## src/utt_pkg.sv

```systemverilog
// ----------------------------------------------------------------------------
// utt_pkg
// Shared types and constants of the UTF-8 to UTF-16 transcoder.
// ----------------------------------------------------------------------------
package utt_pkg;

    // Result status codes, as carried on the output tuser.
    typedef enum logic [1:0] {
        ST_OK       = 2'd0,
        ST_BAD_LEAD = 2'd1,
        ST_RANGE    = 2'd2
    } t_status;

    // Input opcodes, as carried on the input tuser.
    localparam logic OP_DATA  = 1'b0;
    localparam logic OP_START = 1'b1;

    // Depth of the queue between the decoder and the emitter.
    localparam int unsigned QUEUE_DEPTH = 4;
    localparam int unsigned QUEUE_AW    = $clog2(QUEUE_DEPTH);

    localparam int unsigned POINT_W = 21;

    localparam logic [15:0]        BYTE_ORDER_MARK = 16'hFEFF;
    localparam logic [5:0]         SURR_HI_TAG     = 6'b110110;  // 0xD800 >> 10
    localparam logic [5:0]         SURR_LO_TAG     = 6'b110111;  // 0xDC00 >> 10
    localparam logic [POINT_W-1:0] SUPP_BASE       = 21'h010000;
    localparam logic [POINT_W-1:0] POINT_MAX       = 21'h10FFFF;

    // One classified event from the decoder: a finished code point or an error.
    typedef struct packed {
        logic               err;
        logic [POINT_W-1:0] point;
    } t_entry;

endpackage

```

## src/utt_front.sv

```systemverilog
// ----------------------------------------------------------------------------
// utt_front
// Byte decoder: tracks the pending continuation count and the partial code
// point, and pushes one event per byte that completes or breaks a sequence.
// ----------------------------------------------------------------------------
module utt_front (
    input  logic                i_clk,
    input  logic                i_rst_n,
    input  logic                i_accept,
    input  logic                i_opcode,
    input  logic [7:0]          i_byte,
    output logic                o_push,
    output utt_pkg::t_entry     o_entry
);

    logic [1:0]                   r_pending;
    logic [utt_pkg::POINT_W-1:0]  r_partial;
    logic [1:0]                   n_pending;
    logic [utt_pkg::POINT_W-1:0]  n_partial;
    logic                         emit;
    utt_pkg::t_entry              entry;
    logic [utt_pkg::POINT_W-1:0]  shifted;

    assign shifted = {r_partial[utt_pkg::POINT_W-7:0], i_byte[5:0]};

    // Decode one byte against the current sequence state.
    always_comb begin
        n_pending   = r_pending;
        n_partial   = r_partial;
        emit        = 1'b0;
        entry.err   = 1'b0;
        entry.point = r_partial;
        if (i_opcode == utt_pkg::OP_START) begin
            emit        = 1'b1;
            entry.point = {5'd0, utt_pkg::BYTE_ORDER_MARK};
            n_pending   = 2'd0;
            n_partial   = '0;
        end else if (r_pending != 2'd0) begin
            if (i_byte[7:6] != 2'b10) begin
                // A non-continuation byte ends the sequence early and is dropped.
                emit      = 1'b1;
                n_pending = 2'd0;
                n_partial = '0;
            end else if (r_pending == 2'd1) begin
                emit        = 1'b1;
                entry.point = shifted;
                n_pending   = 2'd0;
                n_partial   = '0;
            end else begin
                n_pending = r_pending - 2'd1;
                n_partial = shifted;
            end
        end else begin
            case (i_byte[7:3]) inside
                [5'b00000:5'b01111]: begin
                    emit        = 1'b1;
                    entry.point = {13'd0, i_byte};
                end
                [5'b11000:5'b11011]: begin
                    n_pending = 2'd1;
                    n_partial = {16'd0, i_byte[4:0]};
                end
                [5'b11100:5'b11101]: begin
                    n_pending = 2'd2;
                    n_partial = {17'd0, i_byte[3:0]};
                end
                5'b11110: begin
                    n_pending = 2'd3;
                    n_partial = {18'd0, i_byte[2:0]};
                end
                default: begin
                    // Stray continuation byte or a lead of 0xF8 and above.
                    emit        = 1'b1;
                    entry.err   = 1'b1;
                    entry.point = '0;
                    n_pending   = 2'd0;
                    n_partial   = '0;
                end
            endcase
        end
    end

    assign o_push  = i_accept && emit;
    assign o_entry = entry;

    // Sequence state.
    always_ff @(posedge i_clk) begin
        if (!i_rst_n) begin
            r_pending <= 2'd0;
            r_partial <= '0;
        end else if (i_accept) begin
            r_pending <= n_pending;
            r_partial <= n_partial;
        end
    end

endmodule

```

## src/utt_queue.sv

```systemverilog
// ----------------------------------------------------------------------------
// utt_queue
// Short first-in first-out queue of decoded events between the decoder and
// the emitter.
// ----------------------------------------------------------------------------
module utt_queue (
    input  logic              i_clk,
    input  logic              i_rst_n,
    input  logic              i_push,
    input  utt_pkg::t_entry   i_entry,
    input  logic              i_pop,
    output utt_pkg::t_entry   o_entry,
    output logic              o_full,
    output logic              o_empty
);

    utt_pkg::t_entry              r_mem [utt_pkg::QUEUE_DEPTH];
    logic [utt_pkg::QUEUE_AW-1:0] r_wr_ptr;
    logic [utt_pkg::QUEUE_AW-1:0] r_rd_ptr;
    logic [utt_pkg::QUEUE_AW:0]   r_count;
    logic                         do_push;
    logic                         do_pop;

    assign o_full  = (r_count == (utt_pkg::QUEUE_AW+1)'(utt_pkg::QUEUE_DEPTH));
    assign o_empty = (r_count == '0);
    assign do_push = i_push && !o_full;
    assign do_pop  = i_pop && !o_empty;
    assign o_entry = r_mem[r_rd_ptr];

    // Storage.
    always_ff @(posedge i_clk) begin
        if (do_push) begin
            r_mem[r_wr_ptr] <= i_entry;
        end
    end

    // Pointers and fill count.
    always_ff @(posedge i_clk) begin
        if (!i_rst_n) begin
            r_wr_ptr <= '0;
            r_rd_ptr <= '0;
            r_count  <= '0;
        end else begin
            if (do_push) begin
                r_wr_ptr <= r_wr_ptr + 1'b1;
            end
            if (do_pop) begin
                r_rd_ptr <= r_rd_ptr + 1'b1;
            end
            if (do_push && !do_pop) begin
                r_count <= r_count + 1'b1;
            end else if (do_pop && !do_push) begin
                r_count <= r_count - 1'b1;
            end
        end
    end

endmodule

```

## src/utt_back.sv

```systemverilog
// ----------------------------------------------------------------------------
// utt_back
// Emitter: turns each decoded event into one or two UTF-16 results and holds
// them in the output register until the receiver takes them.
// ----------------------------------------------------------------------------
module utt_back (
    input  logic              i_clk,
    input  logic              i_rst_n,
    input  utt_pkg::t_entry   i_entry,
    input  logic              i_empty,
    output logic              o_pop,
    output logic              o_valid,
    input  logic              i_ready,
    output logic [15:0]       o_unit,
    output utt_pkg::t_status  o_status,
    output logic              o_last
);

    logic                        r_valid;
    logic [15:0]                 r_unit;
    utt_pkg::t_status            r_status;
    logic                        r_last;
    logic                        r_low_pend;
    logic [9:0]                  r_low;
    logic                        load;
    logic [utt_pkg::POINT_W-1:0] offset;

    assign load   = !r_valid || i_ready;
    assign o_pop  = load && !r_low_pend && !i_empty;
    assign offset = i_entry.point - utt_pkg::SUPP_BASE;

    // Output register and the pending low surrogate.
    always_ff @(posedge i_clk) begin
        if (!i_rst_n) begin
            r_valid    <= 1'b0;
            r_low_pend <= 1'b0;
        end else if (load) begin
            if (r_low_pend) begin
                r_valid    <= 1'b1;
                r_unit     <= {utt_pkg::SURR_LO_TAG, r_low};
                r_status   <= utt_pkg::ST_OK;
                r_last     <= 1'b1;
                r_low_pend <= 1'b0;
            end else if (!i_empty) begin
                r_valid <= 1'b1;
                if (i_entry.err) begin
                    r_unit   <= 16'd0;
                    r_status <= utt_pkg::ST_BAD_LEAD;
                    r_last   <= 1'b1;
                end else if (i_entry.point[utt_pkg::POINT_W-1:16] == '0) begin
                    r_unit   <= i_entry.point[15:0];
                    r_status <= utt_pkg::ST_OK;
                    r_last   <= 1'b1;
                end else if (i_entry.point <= utt_pkg::POINT_MAX) begin
                    r_unit     <= {utt_pkg::SURR_HI_TAG, offset[19:10]};
                    r_status   <= utt_pkg::ST_OK;
                    r_last     <= 1'b0;
                    r_low_pend <= 1'b1;
                    r_low      <= offset[9:0];
                end else begin
                    r_unit   <= 16'd0;
                    r_status <= utt_pkg::ST_RANGE;
                    r_last   <= 1'b1;
                end
            end else begin
                r_valid <= 1'b0;
            end
        end
    end

    assign o_valid  = r_valid;
    assign o_unit   = r_unit;
    assign o_status = r_status;
    assign o_last   = r_last;

endmodule

```

## src/utf8_to_utf16_transcoder.sv

```systemverilog
// ----------------------------------------------------------------------------
// utf8_to_utf16_transcoder
// Streams UTF-8 bytes in and UTF-16 code units out.
// ----------------------------------------------------------------------------
// Input channel: one item per byte. tuser is the opcode (0 data byte,
// 1 start: emit the byte order mark 0xFEFF and clear the decoder state);
// tdata is the byte, ignored for start.
// Output channel: tdata is a UTF-16 code unit, tuser is the status (0 ok,
// 1 invalid lead byte, 2 code point above 0x10FFFF, unit zero for both),
// tlast marks the final result of the input item that caused it.
// A code point above 0xFFFF up to 0x10FFFF gives two items, high then low surrogate.
// Throughput: one input item per cycle unless the queue is full, one output
// item per cycle while the receiver is ready. A four-entry queue joins the
// decoder and emitter and absorbs the extra low surrogate of a pair; a run
// of pairs settles at one input byte per cycle on average as long as each
// pair takes four bytes. Items pass the queue, then the output register.
// When the receiver stalls, the output register holds its item and the queue
// fills; tready drops only while the queue is full.
// Reset (synchronous, active low) clears the sequence state, the queue and
// the output register.
// ----------------------------------------------------------------------------
module utf8_to_utf16_transcoder (
    input  logic        i_clk,
    input  logic        i_rst_n,
    input  logic        i_s_axis_tvalid,
    output logic        o_s_axis_tready,
    input  logic [7:0]  i_s_axis_tdata,   // [7:0] byte_in
    input  logic        i_s_axis_tuser,   // [0] opcode
    output logic        o_m_axis_tvalid,
    input  logic        i_m_axis_tready,
    output logic [15:0] o_m_axis_tdata,   // [15:0] code_unit
    output logic [1:0]  o_m_axis_tuser,   // [1:0] status
    output logic        o_m_axis_tlast
);

    logic             in_accept;
    logic             push;
    utt_pkg::t_entry  push_entry;
    utt_pkg::t_entry  head_entry;
    logic             pop;
    logic             q_full;
    logic             q_empty;
    utt_pkg::t_status status;

    assign o_s_axis_tready = !q_full;
    assign in_accept       = i_s_axis_tvalid && !q_full;

    // Front: byte decoder.
    utt_front u_front (
        .i_clk    (i_clk),
        .i_rst_n  (i_rst_n),
        .i_accept (in_accept),
        .i_opcode (i_s_axis_tuser),
        .i_byte   (i_s_axis_tdata),
        .o_push   (push),
        .o_entry  (push_entry)
    );

    // Queue between decoder and emitter.
    utt_queue u_queue (
        .i_clk   (i_clk),
        .i_rst_n (i_rst_n),
        .i_push  (push),
        .i_entry (push_entry),
        .i_pop   (pop),
        .o_entry (head_entry),
        .o_full  (q_full),
        .o_empty (q_empty)
    );

    // Back: UTF-16 emitter with output register.
    utt_back u_back (
        .i_clk    (i_clk),
        .i_rst_n  (i_rst_n),
        .i_entry  (head_entry),
        .i_empty  (q_empty),
        .o_pop    (pop),
        .o_valid  (o_m_axis_tvalid),
        .i_ready  (i_m_axis_tready),
        .o_unit   (o_m_axis_tdata),
        .o_status (status),
        .o_last   (o_m_axis_tlast)
    );

    assign o_m_axis_tuser = status;

`ifndef SYNTHESIS
    // An error result always carries a zero code unit.
    a_err_zero: assert property (@(posedge i_clk) disable iff (!i_rst_n)
        (o_m_axis_tvalid && o_m_axis_tuser != utt_pkg::ST_OK) |-> (o_m_axis_tdata == 16'd0))
        else $error("error result with nonzero code unit");

    // A result that is not the last of its item is always a high surrogate.
    a_first_is_high: assert property (@(posedge i_clk) disable iff (!i_rst_n)
        (o_m_axis_tvalid && !o_m_axis_tlast) |->
        (o_m_axis_tdata[15:10] == utt_pkg::SURR_HI_TAG))
        else $error("non-final result is not a high surrogate");

    // Once a high surrogate is taken, the low surrogate follows right away.
    a_low_follows: assert property (@(posedge i_clk) disable iff (!i_rst_n)
        (o_m_axis_tvalid && i_m_axis_tready && !o_m_axis_tlast) |=>
        (o_m_axis_tvalid && o_m_axis_tlast &&
         o_m_axis_tdata[15:10] == utt_pkg::SURR_LO_TAG))
        else $error("low surrogate did not follow high surrogate");
`endif

endmodule

```

## config.mk

```make
export PLATFORM = sky130hd
export DESIGN_NAME = utf8_to_utf16_transcoder
export DESIGN_NICKNAME = d
export VERILOG_FILES = /design/src/utt_pkg.sv /design/src/utt_front.sv /design/src/utt_queue.sv /design/src/utt_back.sv /design/src/utf8_to_utf16_transcoder.sv
export SDC_FILE = /design/constraint.sdc
export NUM_CORES = 1
export LEC_CHECK = 0
export BUFFER_PORTS_ARGS = -buffer_cell sky130_fd_sc_hd__clkbuf_2
export CELL_PAD_IN_SITES_DETAIL_PLACEMENT = 0
export CELL_PAD_IN_SITES_GLOBAL_PLACEMENT = 1
export CORE_MARGIN = 4
export CORE_UTILIZATION = 54
export CTS_CLUSTER_DIAMETER = 40
export DETAILED_ROUTE_END_ITERATION = 7
export PLACE_DENSITY_LB_ADDON = 0.3
export SYNTH_ARGS = -nofsm -noshare
export SYNTH_HDL_FRONTEND = slang
export SYNTH_SLANG_ARGS = --single-unit
```

## constraint.sdc

```tcl
create_clock -name i_clk -period 4.5 [get_ports i_clk]
set_input_delay 0.45 -clock i_clk [delete_from_list [all_inputs] [get_ports i_clk]]
set_output_delay 0.45 -clock i_clk [all_outputs]
set_load 0.1 [all_outputs]
```

* After elaboration in Yosys (flattened, before gate mapping)
Memory sizes are Yosys's and may differ from the RTL's. A register that Yosys moved wholly into a read port is not among the register bits.
Index checks and enable logic that the tools add are counted.
** Word-level totals
- Register bits after elaboration :: 61
- RAM bits :: 88
- Input bits :: 13
- Output and inout bits :: 21
- Logic and storage cells :: 122
- Memories kept :: 1
** Cells by class
- Add/sub/neg operators :: 6
- Magnitude comparators :: 7
- Eq/ne operators :: 6
- Multiplexer cells :: 61
- Bitwise gates (word level) :: 4
- Reductions and logical operators :: 25
** Memories
- u_queue.r_mem :: depth 4, width 22, rd ports 1, clocked after memory_dff 1, write ports 1, RTL line utt_queue.sv:17 : utt_pkg::t_entry r_mem [utt_pkg::QUEUE_DEPTH];
** Operators with widths (count)
- $mux W21 :: 15
- $mux W16 :: 4
- $mux W2 :: 14
- $mux W1 :: 24
- $le A21 B21 Y1 const B :: 1
- $sub A20 B17 Y20 const B :: 1
- $logic_and A1 B1 Y1 :: 11
- $ge A5 B5 Y1 const B :: 2
- $le A5 B5 Y1 const B :: 2
- $mux W10 :: 1
- $mux W3 :: 3
- $reduce_and A7 Y1 :: 1
- $logic_not A1 Y1 :: 6
- $eq A5 B5 Y1 const B :: 1
- $ge A5 B1 Y1 const B :: 1
- $le A5 B4 Y1 const B :: 1
- $logic_not A5 Y1 :: 1
- $add A2 B1 Y2 const B :: 2
- $ne A2 B2 Y1 const B :: 2
- $not A1 Y1 :: 4
- $reduce_bool A2 Y1 :: 2
- $add A3 B1 Y3 const B :: 1
- $eq A3 B3 Y1 const B :: 1
- $logic_not A3 Y1 :: 1
- other kinds (7) :: 7

* Depth between registers and ports, before layout
- Depth after elaboration :: 13
- Gate-level depth with buffers :: 12
- Gate-level depth less buffers :: 11

* Cells and area by module
From an unflattened synthesis, not the netlist that was laid out.
** Second synthesis, totals
- Cells, all modules :: 474
- Area, all modules :: 6562.5 um2
** By module, submodules not included
- utt_queue :: instances 1, cells each 162, area each 3659.8 um2, seq. area each 2822.7 um2
- utt_front :: instances 1, cells each 198, area each 1448.9 um2, seq. area each 460.4 um2
- utt_back :: instances 1, cells each 112, area each 1443.9 um2, seq. area each 910.9 um2
- utf8_to_utf16_transcoder :: instances 1, cells each 2, area each 10.0 um2, seq. area each 0.0 um2

* Worst setup path after synthesis
Ideal clock, no wire load.
- Path type :: reg2reg
- Start point :: register u_queue.r_count[0] (netlist name)
- End point :: register u_queue.r_count[2] (netlist name)
- Setup time :: 0.076 ns
- Arrival time :: 2.650 ns
- Required time :: 4.424 ns
- Slack :: 1.774 ns
- Cell stages (with the launch flop) :: 10
- Path buffers :: 0
- Period minus slack after synthesis :: 2.726 ns
- Path through :: dfxtp_1 -> or3b_2 -> nand2_1 -> a21oi_1 -> ha_1 -> inv_1 -> fa_1 -> xor2_1 -> or3_1 -> a21boi_0
** On the way
- Word-level cells in the longest chain between the ends :: 8
- Elaborated cells on any way between the ends :: 18
- Those cells by class :: add/sub: 2; eq/ne: 1; mux: 2; reduce/logical: 13
** RTL lines
- start: declaration :: RTL line utt_queue.sv:20 : logic [utt_pkg::QUEUE_AW:0] r_count;
- start signal: assignment :: RTL line utt_queue.sv:51 : r_count <= r_count + 1'b1;
- start signal: assignment :: RTL line utt_queue.sv:53 : r_count <= r_count - 1'b1;
- $eq A3 B3 Y1 (*) :: RTL line utt_queue.sv:24 : assign o_full = (r_count == (utt_pkg::QUEUE_AW+1)'(utt_pkg::QUEUE_DEPTH));
- $logic_not A1 Y1 (*)
- net o_s_axis_tready :: RTL line utf8_to_utf16_transcoder.sv:26 : output logic o_s_axis_tready,
- $logic_and A1 B1 Y1 :: RTL line utf8_to_utf16_transcoder.sv:46 : assign in_accept = i_s_axis_tvalid && !q_full;
- $logic_and A1 B1 Y1 :: RTL line utt_front.sv:83 : assign o_push = i_accept && emit;
- $logic_and A1 B1 Y1 (*) :: RTL line utt_queue.sv:26 : assign do_push = i_push && !o_full;
- net u_queue.do_push :: RTL line utt_queue.sv:21 : logic do_push;
- $logic_not A1 Y1 :: RTL line utt_queue.sv:52 : end else if (do_pop && !do_push) begin
- $logic_and A1 B1 Y1 :: RTL line utt_queue.sv:52
- $reduce_bool A2 Y1 (no line)
The timed path passes the listed nets; every way through them passes the cells marked *. The select of a mux whose other input is x is not followed.
A chain may end at the register's enable or synchronous reset.

==> qor.txt <==
Slew Limit Headroom: 16.19%
# rows: 41
critical path arrival: 3.62 ns
first-pass GRT wire length: 23430 um
maximum clock path buffer count: 2
synth top area cells: edfxtp_1 (51%), dfxtp_1 (9.9%), mux4_2 (4.2%)
YS warnings: 0
Critical Path Start Type: register
TritonCTS clock tree: built
CTS sink cnt: 151
Cell variety after synth: 52
iteration-0 DRC count of the detailed router: 381
fmax: 0.2813 GHz
largest family of logic cells by synthesized area: simple AND/OR/NAND/NOR gates
Post-Syn Area: 6907 um2
placed cells: 726
EDFF count, synth: 117
vias in the first global route: 4366
Core Region: 12570 um2
die area: 14660 um2
routing usage on met2: 34.32%
FFs w/ async S/R, synth: 0%
Congestion Overflow GR: 0
WL final: 14280 um
Placed Instance Area: 7221 um2
met3 global-route usage: 3.916%
Synth area leader: edfxtp_1
Hold Crit Start: i_s_axis_tdata[2]
# setup viols final: 0
critical path class: reg2reg
Layout Area Growth over Synthesis: 13.19%
Net Count, Synth: 561
R2R depth: 5
crit path time final: 3.555 ns
RSZ-0062 raised after global routing: no
Synth top area share: 50.87%
Max H-tree Level: 4
Skew-Pair Late Insertion Delay: 0.41 ns
register area share after synthesis: 60.72%
largest net degree at the start of global routing: 37
DRC: 0
total CTS buffers: 17
period utilisation layout: 78.99%
Synth Area in Adders: 1.739%
max-slew violations: 0
post-cts resize count: 0
Synth top cells by count: edfxtp_1 (117), nand2_1 (53), dfxtp_1 (34), nand3_1 (34), a21boi_0 (23)
post-route setup slack: 0.9454 ns
root buf cell: clkbuf_16
Fillers: 961
total track usage: 21.03%
met1 layer usage reported by global route: 27.99%
Post-CTS Setup Bufs: 0
final hold violations: 0
layout cells sized above 1: 15.53%
antenna-violating nets left: 0
Worst setup EP type: register
Hold Buf Count CTS: 0
hpwl dp: 9799 um
gp weighted congestion: 0.9171
reg2reg end: u_back.r_low[7]
GRT Max-Usage Layer: met2
Reg2Reg Setup Slack: 0.95 ns
hold_ws: 0.3224 ns
average wire per standard cell: 18.84 um
Via Count: 4468
Inserted Diodes: 0
syn_area_per_cell: 12.81 um2
Top FF cell, synth: edfxtp_1
top-count cell post-synth: edfxtp_1
DP Worst Slack: 1.028 ns
post-synthesis mux area share: 9.112%
Yosys reg bits: 151
Lkg Pwr: 0.002686 uW
slew at the pin closest to its max-slew limit: 1.247 ns
Final Cell Area: 7818 um2
Synth Area in XOR/XNOR: 0.7609%
Clk pin slew, worst setup/hold paths: 0.06 ns
Nets: 595
hold path cells: 3
TritonRoute pass-1 iters: 5
chip width: 121.1 um
setup_tns: 0 ns
data required time of the critical path: 4.56 ns
vias per cell: 5.894
pwr dens: 620.7 nW/um2
Layout Cells excl Fill: 758
Vert. Die Dim: 121.1 um
HP Class: in2reg
Fin Clk Skew: 0.005732 ns
Synth Area in Compound Gates: 10.18%
Worst VDD drop: 0.2188 mV
Crit Path Max Fanout: 12
IO Port Bufs: 33
Hold Crit Endpoint: u_front.r_partial[2]
simple-gate share of the synthesized area: 14.53%
max cap viols: 0
Starting Density: 54.95%
io pins: 34
initial antenna violation count: 0
Cells after Synth: 539
outcome: finished clean
-- metal layers --
layer  routed length (um)  vias to the layer above
met5                    0                        -
met4                  247                        0
met3                  647                       22
met2                 7258                      129
met1                 6130                     2200
li1                     -                     2117
-- stage by stage --
stage	power, uW	util [%]
global route	5082	62.20
floorplan	3140	-
detailed placement	3458	57.45
finish	4852	62.20
CTS	4885	62.20
global placement	3432	57.45
-- power breakdown --
| group | total, uW | switching (uW) | internal (uW) |
|---|---|---|---|
| clock network | 1420 | 537 | 886 |
| logic | 1600 | 1140 | 457 |
| registers | 1830 | 75.7 | 1760 |
-- cell usage in the layout (no fill, tap or decap), drive strengths merged, types with 6 or more instances in the layout --
| cell | Yosys | final |
|---|---|---|
| o21bai | 9 | 9 |
| mux2i | 10 | 10 |
| ha | 8 | 8 |
| or3 | 6 | 6 |
| o21ai | 24 | 24 |
| nor2 | 20 | 20 |
| o211ai | 10 | 10 |
| edfxtp | 117 | 117 |
| a21oi | 16 | 16 |
| a21boi | 23 | 23 |
| clkbuf | 17 | 53 |
| mux4 | 22 | 22 |
| nor2b | 13 | 13 |
| dfxtp | 34 | 34 |
| inv | 19 | 21 |
| nor3 | 10 | 10 |
| and2 | 17 | 17 |
| nand3 | 34 | 34 |
| buf | 9 | 8 |
| a22oi | 10 | 10 |
| nand4 | 15 | 15 |
| nand2 | 53 | 53 |
-- cell type report --
cell class | instances | area [um2] | area share [%]
Tap cell | 172 | 215.2 | 2.753
Clock buffer | 20 | 446.7 | 5.714
Clock inverter | 12 | 150.1 | 1.921
Multi-Input combinational cell | 343 | 2515 | 32.17
Sequential cell | 151 | 4194 | 53.65
Inverter | 19 | 71.32 | 0.9123
Timing Repair Buffer | 41 | 225.2 | 2.881
-- how the worst max path moves through the flow --
stage	slack (ns)	endpoint	startpoint
global route	0.53	u_back.r_low[8]	register
global placement	1.13	u_back.r_low[3]	register
detailed placement	1.03	u_back.r_low[4]	register
finish	0.95	u_back.r_low[7]	register
floorplan	1.77	u_queue.r_count[2]	u_queue.r_count[0]
CTS	0.98	u_back.r_low[7]	register
-- logic make-up after synthesis --
group,after synthesis
xor+xnor,6
flops,151
compound gates,105
buf+inv,45
fa+ha+maj,9
mux,32
simple gates,191
-- flip-flops by register name, indices dropped and copies added, names as in the netlist, named ones only --
register,cells
u_back.o_last,1
u_front.r_pending,2
u_back.o_status,2
u_back.r_low,10
u_queue.r_wr_ptr,2
u_back.o_unit,16
u_queue.r_mem,88
u_queue.r_count,3
u_back.o_valid,1
u_queue.r_rd_ptr,2
u_back.r_low_pend,1
u_front.r_partial,21
-- worst max-delay path, cell delays in order (launching register included) --
cell       delay, ns
dfxtp_1         0.50
mux4_1          0.72
nand4bb_1       0.30
nor3_1          1.03
nand4_1         0.23
nand2_1         0.43
Power figures use the tool's default switching activity.
